### config.mk
export PLATFORM = sky130hd
export DESIGN_NAME = grid_ray_cell_traversal
export DESIGN_NICKNAME = d
export VERILOG_FILES = /design/src/design/grt_pkg.sv /design/src/design/grt_div.sv /design/src/design/grid_ray_cell_traversal.sv
export VERILOG_INCLUDE_DIRS = /design/src /design/src/design
export SDC_FILE = /design/constraint.sdc
export NUM_CORES = 2
export LEC_CHECK = 0
export ABC_AREA = 1
export ABC_CLOCK_PERIOD_IN_PS = 7200
export BUFFER_PORTS_ARGS = -buffer_cell sky130_fd_sc_hd__buf_2
export CORE_MARGIN = 2
export CORE_UTILIZATION = 57
export DETAILED_ROUTE_END_ITERATION = 7
export GPL_TIMING_DRIVEN = 0
export HOLD_SLACK_MARGIN = 0.05
export PLACE_DENSITY = 0.78
export SETUP_SLACK_MARGIN = 0.4
export SKIP_LAST_GASP = 1
export SLEW_MARGIN = 30
export SYNTH_ARGS = -nofsm -noshare
export SYNTH_HDL_FRONTEND = slang
export SYNTH_SLANG_ARGS = --single-unit
export TNS_END_PERCENT = 30
### constraint.sdc
create_clock -name clk -period 7.2 [get_ports clk]
set_input_delay 0.36 -clock clk [delete_from_list [all_inputs] [get_ports clk]]
set_output_delay 0.36 -clock clk [all_outputs]
set_load 0.1 [all_outputs]
### src/design/assert_macros.svh
// ---------------------------------------------------------------------------
// assert_macros
// Assertion macros for the grid traversal block.
// Define NO_ASSERTIONS to compile them out.
// ---------------------------------------------------------------------------
`ifndef ASSERT_MACROS_SVH
`define ASSERT_MACROS_SVH
`ifndef NO_ASSERTIONS
`define ASSERT_IMPL(label, clk, rst, expr) \
  label: assert property (@(posedge clk) disable iff (rst) (expr)) \
    else $error("assertion failed");
`define ASSERT_NEVER(label, clk, rst, expr) \
  label: assert property (@(posedge clk) disable iff (rst) !(expr)) \
    else $error("assertion failed");
`else
`define ASSERT_IMPL(label, clk, rst, expr)
`define ASSERT_NEVER(label, clk, rst, expr)
`endif
`endif

### src/design/grt_pkg.sv
// ---------------------------------------------------------------------------
// grt_pkg
// Shared types and constants of the grid ray traversal block.
// ---------------------------------------------------------------------------
package grt_pkg;
  localparam int TW = 48;
  localparam logic [TW-1:0] T_SAT = {TW{1'b1}};
  localparam int RESULT_CAP = 63;

  typedef enum logic [1:0] {
    REG_CELL_WIDTH = 2'd0,
    REG_CELL_DEPTH = 2'd1,
    REG_GRID_ROWS  = 2'd2,
    REG_GRID_COLS  = 2'd3
  } reg_idx_t;

  // request to and reply from the shared divider
  typedef struct packed {
    logic        go;
    logic [47:0] dividend;
    logic [31:0] divisor;
  } div_req_t;

  typedef struct packed {
    logic        done;
    logic [47:0] quot;
    logic [31:0] rem;
  } div_rsp_t;
endpackage

### src/design/grt_div.sv
// ---------------------------------------------------------------------------
// grt_div
// Unsigned restoring divider, one quotient bit a cycle.
// ---------------------------------------------------------------------------
module grt_div import grt_pkg::*; (
  input  logic     clk,
  input  logic     rst,
  input  div_req_t req,
  output div_rsp_t rsp
);
  `include "assert_macros.svh"

  logic [47:0] quot;
  logic [32:0] rem;
  logic [31:0] dvs;
  logic [5:0]  cnt;
  logic        run;
  logic        done;
  logic [32:0] trial;
  logic [32:0] shifted;

  // shift in next dividend bit and try a subtract
  always_comb begin
    shifted = {rem[31:0], quot[47]};
    trial   = shifted - {1'b0, dvs};
  end

  always_ff @(posedge clk) begin
    if (rst) begin
      run  <= 1'b0;
      cnt  <= '0;
      done <= 1'b0;
    end else begin
      done <= run && !req.go && (cnt == 6'd1);
      if (req.go) begin
        run  <= 1'b1;
        cnt  <= 6'd48;
        quot <= req.dividend;
        dvs  <= req.divisor;
        rem  <= '0;
      end else if (run) begin
        if (!trial[32]) begin
          rem  <= trial;
          quot <= {quot[46:0], 1'b1};
        end else begin
          rem  <= shifted;
          quot <= {quot[46:0], 1'b0};
        end
        cnt <= cnt - 6'd1;
        if (cnt == 6'd1) begin
          run <= 1'b0;
        end
      end
    end
  end

  assign rsp.done = done;
  assign rsp.quot = quot;
  assign rsp.rem  = rem[31:0];

  `ASSERT_IMPL(a_done_ends_run, clk, rst, rsp.done |-> !run)
  `ASSERT_IMPL(a_cnt_in_range, clk, rst, run |-> (cnt != 6'd0))
  `ASSERT_NEVER(a_go_while_run, clk, rst, req.go && run)
endmodule

### src/design/grid_ray_cell_traversal.sv
// ---------------------------------------------------------------------------
// Grid ray cell traversal: 2D grid walk of one ray.
// Input: raise start while busy is low with origin, direction and a cell
// window; the item is taken at that edge. The block clamps the window, finds
// the start cell and sets up the boundary crossing distances using one
// shared divider (six divisions: start cell, step and first crossing per
// axis), then walks one cell per cycle. Each visited cell appears on
// cell_row/cell_col for one cycle with valid high; last marks the final one.
// A ray that visits nothing gives one result with empty_res high. At most
// 63 cells per ray. busy stays high until the cycle after the last result,
// so a new ray is not accepted before all results of the previous ray are
// out. The receiver cannot stall; results are strobed.
// Configuration writes (wr_en, wr_idx, wr_data) must be made while idle.
// Reset restores the register defaults and returns to idle.
// ---------------------------------------------------------------------------
module grid_ray_cell_traversal import grt_pkg::*; #(
  parameter int MAX_ROWS = 32,
  parameter int MAX_COLS = 32
) (
  input  logic               clk,
  input  logic               rst,
  input  logic               start,
  output logic               busy,
  input  logic signed [31:0] origin_x,
  input  logic signed [31:0] origin_z,
  input  logic signed [15:0] dir_x,
  input  logic signed [15:0] dir_z,
  input  logic signed [15:0] win_min_row,
  input  logic signed [15:0] win_max_row,
  input  logic signed [15:0] win_min_col,
  input  logic signed [15:0] win_max_col,
  input  logic               wr_en,
  input  logic [1:0]         wr_idx,
  input  logic [30:0]        wr_data,
  output logic               valid,
  output logic [4:0]         cell_row,
  output logic [4:0]         cell_col,
  output logic               empty_res,
  output logic               last
);
  `include "assert_macros.svh"

  typedef enum logic [3:0] {
    S_IDLE, S_DIVX, S_DIVXS, S_DIVXN, S_DIVZ, S_DIVZS, S_DIVZN, S_WALK, S_EMPTY
  } state_t;

  state_t state;
  logic [30:0] cell_width, cell_depth;
  logic [5:0]  grid_rows, grid_cols;
  logic signed [31:0] ox, oz;
  logic signed [15:0] dx, dz;
  logic signed [16:0] wb0, wb1, wb2, wb3;
  logic signed [16:0] cur_row, cur_col;
  logic [47:0] nx, nz, sdx, sdz;
  logic [5:0]  n;
  logic [31:0] rem_hold;
  div_req_t req;
  div_rsp_t rsp;

  grt_div u_div (.clk(clk), .rst(rst), .req(req), .rsp(rsp));

  // effective sizes and counts
  logic [30:0] cw, cd;
  logic [5:0]  rows, cols;
  assign cw   = (cell_width == '0) ? 31'd1 : cell_width;
  assign cd   = (cell_depth == '0) ? 31'd1 : cell_depth;
  assign rows = (grid_rows == '0) ? 6'd1 :
                (grid_rows > 6'(MAX_ROWS)) ? 6'(MAX_ROWS) : grid_rows;
  assign cols = (grid_cols == '0) ? 6'd1 :
                (grid_cols > 6'(MAX_COLS)) ? 6'(MAX_COLS) : grid_cols;

  // axis operands of the current setup phase
  logic        zax;
  logic signed [31:0] oa;
  logic [30:0] csa;
  logic signed [15:0] da;
  logic [15:0] ada;
  logic [31:0] mag_rem, fl_rem, bound_dist;
  logic signed [16:0] cell0;
  always_comb begin
    zax  = (state == S_DIVZ) || (state == S_DIVZS) || (state == S_DIVZN);
    oa   = zax ? oz : ox;
    csa  = zax ? cd : cw;
    da   = zax ? dz : dx;
    ada  = da[15] ? 16'(-da) : 16'(da);
    // truncated quotient, saturated to 16-bit signed
    if (rsp.quot > 48'd32767)
      cell0 = oa[31] ? -17'sd32768 : 17'sd32767;
    else
      cell0 = oa[31] ? -$signed({1'b0, rsp.quot[15:0]}) : $signed({1'b0, rsp.quot[15:0]});
    mag_rem    = rsp.rem;
    fl_rem     = (oa[31] && mag_rem != '0) ? ({1'b0, csa} - mag_rem) : mag_rem;
    bound_dist = da[15] ? rem_hold : ({1'b0, csa} - rem_hold);
  end

  // walk step decision
  logic in_window, col_step, row_step, walk_last;
  logic [48:0] nx_sum, nz_sum;
  always_comb begin
    in_window = !(cur_row < wb0 || cur_row > wb1 || cur_col < wb2 || cur_col > wb3);
    col_step  = (dx != 0) && (dz == 0 || nx < nz);
    row_step  = !col_step && (dz != 0);
    nx_sum    = {1'b0, nx} + {1'b0, sdx};
    nz_sum    = {1'b0, nz} + {1'b0, sdz};
    // last when the cap is hit, no axis steps, or next cell leaves
    walk_last = (n == 6'(RESULT_CAP - 1)) || (!col_step && !row_step) ||
                (col_step && ((dx[15] && cur_col == wb2) ||
                              (!dx[15] && cur_col == wb3))) ||
                (row_step && ((dz[15] && cur_row == wb0) ||
                              (!dz[15] && cur_row == wb1)));
  end

  // start the divider on acceptance and after each finished division but the last
  logic issue_go;
  always_comb begin
    issue_go = ((state == S_IDLE) && start && !busy) ||
               (rsp.done && ((state == S_DIVX) || (state == S_DIVXS) ||
                             (state == S_DIVXN) || (state == S_DIVZ) ||
                             (state == S_DIVZS)));
  end

  logic signed [16:0] rmax, cmax;
  assign rmax = 17'(rows) - 17'sd1;
  assign cmax = 17'(cols) - 17'sd1;

  // configuration registers
  always_ff @(posedge clk) begin
    if (rst) begin
      cell_width <= 31'd655360;
      cell_depth <= 31'd655360;
      grid_rows  <= 6'd32;
      grid_cols  <= 6'd32;
    end else if (wr_en) begin
      case (reg_idx_t'(wr_idx))
        REG_CELL_WIDTH: cell_width <= wr_data;
        REG_CELL_DEPTH: cell_depth <= wr_data;
        REG_GRID_ROWS:  grid_rows  <= wr_data[5:0];
        REG_GRID_COLS:  grid_cols  <= wr_data[5:0];
        default: ;
      endcase
    end
  end

  // sequencer and result register
  always_ff @(posedge clk) begin
    if (rst) begin
      state <= S_IDLE;
      valid <= 1'b0;
      req.go <= 1'b0;
      n <= '0;
    end else begin
      valid  <= ((state == S_WALK) && in_window) || (state == S_EMPTY);
      req.go <= issue_go;
      case (state)
        S_IDLE: if (start && !busy) begin
          ox <= origin_x; oz <= origin_z; dx <= dir_x; dz <= dir_z;
          wb0 <= (win_min_row < 0) ? 17'sd0 : 17'(win_min_row);
          wb1 <= (17'(win_max_row) > rmax) ? rmax : 17'(win_max_row);
          wb2 <= (win_min_col < 0) ? 17'sd0 : 17'(win_min_col);
          wb3 <= (17'(win_max_col) > cmax) ? cmax : 17'(win_max_col);
          n <= '0;
          req.dividend <= {16'd0, (origin_x[31] ? 32'(-origin_x) : 32'(origin_x))};
          req.divisor  <= {1'b0, cw};
          state <= S_DIVX;
        end
        S_DIVX, S_DIVZ: if (rsp.done) begin
          if (zax) cur_row <= cell0; else cur_col <= cell0;
          rem_hold <= fl_rem;
          req.dividend <= {3'd0, csa, 14'd0};
          req.divisor  <= {16'd0, ada};
          state <= zax ? S_DIVZS : S_DIVXS;
        end
        S_DIVXS, S_DIVZS: if (rsp.done) begin
          if (zax) sdz <= (dz == 0) ? '0 : rsp.quot;
          else     sdx <= (dx == 0) ? '0 : rsp.quot;
          req.dividend <= {2'd0, bound_dist, 14'd0};
          req.divisor  <= {16'd0, (ada == '0) ? 16'd1 : ada};
          state <= zax ? S_DIVZN : S_DIVXN;
        end
        S_DIVXN: if (rsp.done) begin
          nx <= (dx == 0) ? T_SAT : rsp.quot;
          // start cell along z
          req.dividend <= {16'd0, (oz[31] ? 32'(-oz) : 32'(oz))};
          req.divisor  <= {1'b0, cd};
          state <= S_DIVZ;
        end
        S_DIVZN: if (rsp.done) begin
          nz <= (dz == 0) ? T_SAT : rsp.quot;
          state <= S_WALK;
        end
        S_WALK: begin
          if (!in_window) begin
            if (n == '0) state <= S_EMPTY;
            else state <= S_IDLE;
          end else begin
            cell_row  <= cur_row[4:0];
            cell_col  <= cur_col[4:0];
            empty_res <= 1'b0;
            last      <= walk_last;
            n <= n + 6'd1;
            if (col_step) begin
              nx <= nx_sum[48] ? T_SAT : nx_sum[47:0];
              cur_col <= dx[15] ? cur_col - 17'sd1 : cur_col + 17'sd1;
            end else if (row_step) begin
              nz <= nz_sum[48] ? T_SAT : nz_sum[47:0];
              cur_row <= dz[15] ? cur_row - 17'sd1 : cur_row + 17'sd1;
            end
            if (walk_last) state <= S_IDLE;
          end
        end
        S_EMPTY: begin
          cell_row <= '0; cell_col <= '0;
          empty_res <= 1'b1; last <= 1'b1;
          state <= S_IDLE;
        end
        default: state <= S_IDLE;
      endcase
    end
  end

  assign busy = (state != S_IDLE) || valid;

  `ASSERT_IMPL(a_start_idle, clk, rst, (start && !busy) |=> (state == S_DIVX))
  `ASSERT_IMPL(a_empty_last, clk, rst, (valid && empty_res) |-> last)
  `ASSERT_IMPL(a_cap, clk, rst, (valid && !last) |-> (n <= 6'(RESULT_CAP - 1)))
  `ASSERT_IMPL(a_last_idle, clk, rst, (valid && last) |-> (state == S_IDLE))
endmodule
==> summary.txt <==
Placed design
  – Placed wire-length estimate: about 140000 µm
  – Port bufs: approximately 210
  – GP Congestion: ~1
  – Pre-CTS setup slack: roughly 1.9 ns
  – Placed cells: 7256

Yosys
  – Mapped cell area: roughly 0.047 mm²
  – Post-synth EDFFs: slightly below 600
  – Largest family of logic cells by synthesized area: simple AND/OR/NAND/NOR gates
  – Main flop type after synthesis: edfxtp_1
  – Async SR Flop Fraction: 0%
  – Compound-gate portion of the synthesized area: approximately 16%
  – Simple-gate portion of the synthesized area: between 20% and 30%
  – Post-synthesis sequential area ratio: 41.2%
  – XOR/XNOR share of the synthesized area: under 10%
  – Post-synthesis mux area share: 0%
  – Warnings, synthesis: 0
  – Syn avg cell area: 7.98 µm²
  – Synthesized flop and latch total: ~700
  – Adder-cell share of the synthesized area: about a tenth
  – Count of different cell masters after synthesis: between 60 and 70
  – Post-synthesis cell count: slightly below 6000

CTS
  – Root Driver: clkbuf_16
  – Clock transition at path regs: 0.06 ns
  – Htree depth: 3
  – Post-CTS setup repair buffer count: 0
  – Clk buf depth: 3
  – CTS tree: built
  – Worst-skew pair later-pin latency: between 0.6 and 0.7 ns
  – CTS Sinks: approximately 680
  – Clock buffer count from CTS: 77

Floorplan
  – Chip width: approximately 290 µm
  – Row count: 105
  – Starting Density: 57.6%
  – Core area: 0.0821 mm²
  – Top Ports: approximately 210
  – Die area: roughly 0.085 mm²
  – Die span in y: 292 µm

Run status
  – Run status: completed

Setup path
  – Worst setup SP type: flop
  – CP Depth: 19
  – Crit end category: flop
  – Crit path DAT: between 5 and 6 ns
  – R2R Path Start: state[1]
  – Buf/Inv on CP: 4
  – Crit-path max FO: 10
  – R2R cell count: 19
  – Kind of critical path: flop to flop
  – Crit-path cells: nand2_2 -> nand3_4 -> buf_2 -> clkbuf_1 -> o21ai_0 -> inv_1 -> fa_1 -> nand2_1 -> a21oi_1 -> nand2_1 -> nand2_1 -> a21oi_1 -> inv_1 -> a21oi_1 -> o21ai_0 -> nand3_1 -> nand3_1 -> nand3_1 -> o21ai_0
  – Critical Path Source: state[1]
  – Worst EP required: 7.42 ns
  – Crit-path slowest cell: o21ai_0
  – Crit path largest cell delay: 0.83 ns
  – Largest delay contributor family on the critical path: compound AO/OA/AOI/OAI gates

Detailed routing
  – 1st-pass router iterations: 7
  – Remaining DRCs: 0
  – Via count: around 45000
  – First DRT Iteration DRCs: slightly above 5000
  – ANT nets after route: 0
  – Wire per inst: ~22 µm
  – Via-to-Cell Ratio: approximately 6
  – Total Wirelength: 169000 µm

STA
  – Final Max Slew Viols: 0
  – Worst setup margin: about 1.6 ns
  – Worst hold slack: 0.0551 ns
  – Unrepaired setup endpoints after global routing: false
  – Worst rel slew slack: 25.2%
  – Worst slew pin tran: roughly 1.1 ns
  – Crit share post-route: between 70% and 80%
  – Setup Skew: roughly 0.030 ns
  – Post-layout min period: approximately 5.6 ns
  – Fin. Hold Viols: 0
  – Peak Freq: about 180 MHz
  – Final-report setup violation count: 0

Min path
  – HP Class: input pin to flop
  – Worst Hold Launch: win_min_col[4]
  – Hold path depth: 3

Pwr
  – Clock power share: just under 30%
  – PD cells: approximately 250 mW/mm²
  – VDD IR max: 230 µV
  – Switching share of total power: between 30% and 40%
  – Leakage: between 20 and 25 nW
  – Logic pwr share: 33.5%
  – Sw Pwr: ~0.0052 W
  – Pint: around 0.0086 W
  – Power, Total: ~0.014 W
  – Sequential Power Share: between 30% and 40%

Run
  – Max-cap check violation count: 0

Global routing
  – Vias in the first global route: roughly 43000
  – Largest net degree at the start of global routing: 50
  – Overflow after GRT: 0
  – First-pass GRT wire length: 252000 µm
  – Initial antenna violation count: 12
  – GRT Total Usage: around two fifths

Final layout
  – Most frequent cells in the layout: nand2_1 (1120), inv_1 (822), nor2_1 (638)
  – Layout area overhead: 14.7%
  – Filler instances: slightly below 7000
  – Share of layout cells above drive strength 1: around 7.7%
  – Post-layout util: between 60% and 70%
  – Leading cell type in the layout, fill and taps excluded: nand2_1
  – Layout Nets: between 6000 and 7000
  – Layout Cells excl Fill: 7546
==> stage by stage <==
step / area (µm²) / setup TNS (ns)
2_1_floorplan: 47300 / 0
5_1_grt: 54300 / 0
4_1_cts: 54200 / 0
3_3_place_gp: 49700 / -392.99
3_5_place_dp: 50300 / 0
6_report: 54300 / 0
==> cell families after synthesis <==
kind of cell / after synthesis
other: 2
and+or+nand+nor: 2362
DFF: 681
adders and majority gates: 384
AOI/OAI and AO/OA: 1349
buffers and inverters: 984
xor gates and xnor gates: 166
==> power groups by stage <==
stage	clock (W)	sequential (W)	combinational [W]
6_report	0.00398	0.00518	0.00462
5_1_grt	0.00411	0.00520	0.00501
3_5_place_dp	0	0.00524	0.00438
3_3_place_gp	0	0.00529	0.00421
4_1_cts	0.00396	0.00516	0.00447
2_1_floorplan	0	0.00515	0.00288
==> registers in the layout (all words and copies together), names as in the netlist, 17 cells and up <==
signal and flops:
req 78, nx 48, nz 48, sdx 48, sdz 48, u_div.quot 48
oz 32, rem_hold 32, u_div.rem 32, cell_depth 31, cell_width 31, u_div.dvs 31
cur_col 17, cur_row 17
==> cell usage after synthesis, types with 5 or more instances <==
cell	count	area, µm²
a21boi_0	23	173
inv_2	9	33.8
nor3_2	6	60.1
o31ai_1	27	203
nor4_1	48	300
o211ai_1	26	195
a221oi_1	12	105
a21oi_1	463	2320
nand2_2	11	68.8
a21o_1	45	338
nor3_1	136	681
o21ai_2	7	61.3
nand3_1	242	1210
clkinv_1	6	22.5
edfxtp_1	587	17600
nor3b_1	5	37.5
o2111ai_1	13	114
xor2_1	93	815
a31oi_1	55	344
o21ai_1	11	55.1
nand4_1	92	576
ha_1	377	4720
o221ai_1	9	78.8
dfxtp_1	94	1880
buf_1	13	48.8
clkbuf_1	107	402
o21bai_1	34	255
a211oi_1	12	90.1
or2_2	21	131
o21a_1	20	150
nand2_1	1121	4210
o21ai_0	506	2530
inv_1	822	3090
a32oi_1	45	394
nand3b_1	11	82.6
buf_2	20	100
and3_1	7	43.8
xnor2_1	73	639
o22ai_1	21	131
nor2_1	641	2410
fa_1	7	140
==> per-layer routing <==
layer | up-vias | share of wire, % | wire (µm) | GRT usage, %
li1 | 21400 | - | - | -
met1 | 21200 | 40 | 67600 | 51.5
met2 | 2476 | 44 | 75200 | 62.2
met3 | 457 | 9.7 | 16400 | 5.22
met4 | 6 | 5.9 | 9930 | 20.3
met5 | - | 0.024 | 41 | 0
==> area by class of cell <==
class                           count  area, µm²  share of cell area, %
Inverter                          837       3140                   5.79
Timing Repair Buffer              398       3000                   5.52
Tap cell                         1070       1340                   2.47
Sequential cell                   681      19500                   36.0
Clock buffer                       96       2080                   3.83
Buffer                            147        616                   1.13
Multi-Input combinational cell   4265      24100                   44.5
Clock inverter                     43        409                  0.754
Antenna cell                        9       22.5                 0.0415
==> path summary, 6_finish.rpt <==
check	to	slack [ns]
max	rem_hold[30]	1.63
min	wb2[4]	0.06
max reg2reg	rem_hold[30]	1.63
min reg2reg	u_div.dvs[1]	0.41
==> worst reg2reg max path, stage by stage, from the launching register on <==
cell and delay, ns:
dfxtp_1 0.38, nand2_2 0.23, nand3_4 0.18, buf_2 0.24, clkbuf_1 0.29, o21ai_0 0.83
inv_1 0.33, fa_1 0.50, nand2_1 0.10, a21oi_1 0.10, nand2_1 0.07, nand2_1 0.14
a21oi_1 0.36, inv_1 0.12, a21oi_1 0.28, o21ai_0 0.28, nand3_1 0.19, nand3_1 0.08
nand3_1 0.12, o21ai_0 0.35
==> timing repair <==
| item | in CTS | in global routing |
|---|---|---|
| hold buffers | 142 | 0 |
| resized for setup | 0 | 0 |
| endpoints found under the setup margin | 0 | 0 |
| hold endpoints to repair | 154 | 0 |
Power figures use the tool's default switching activity.
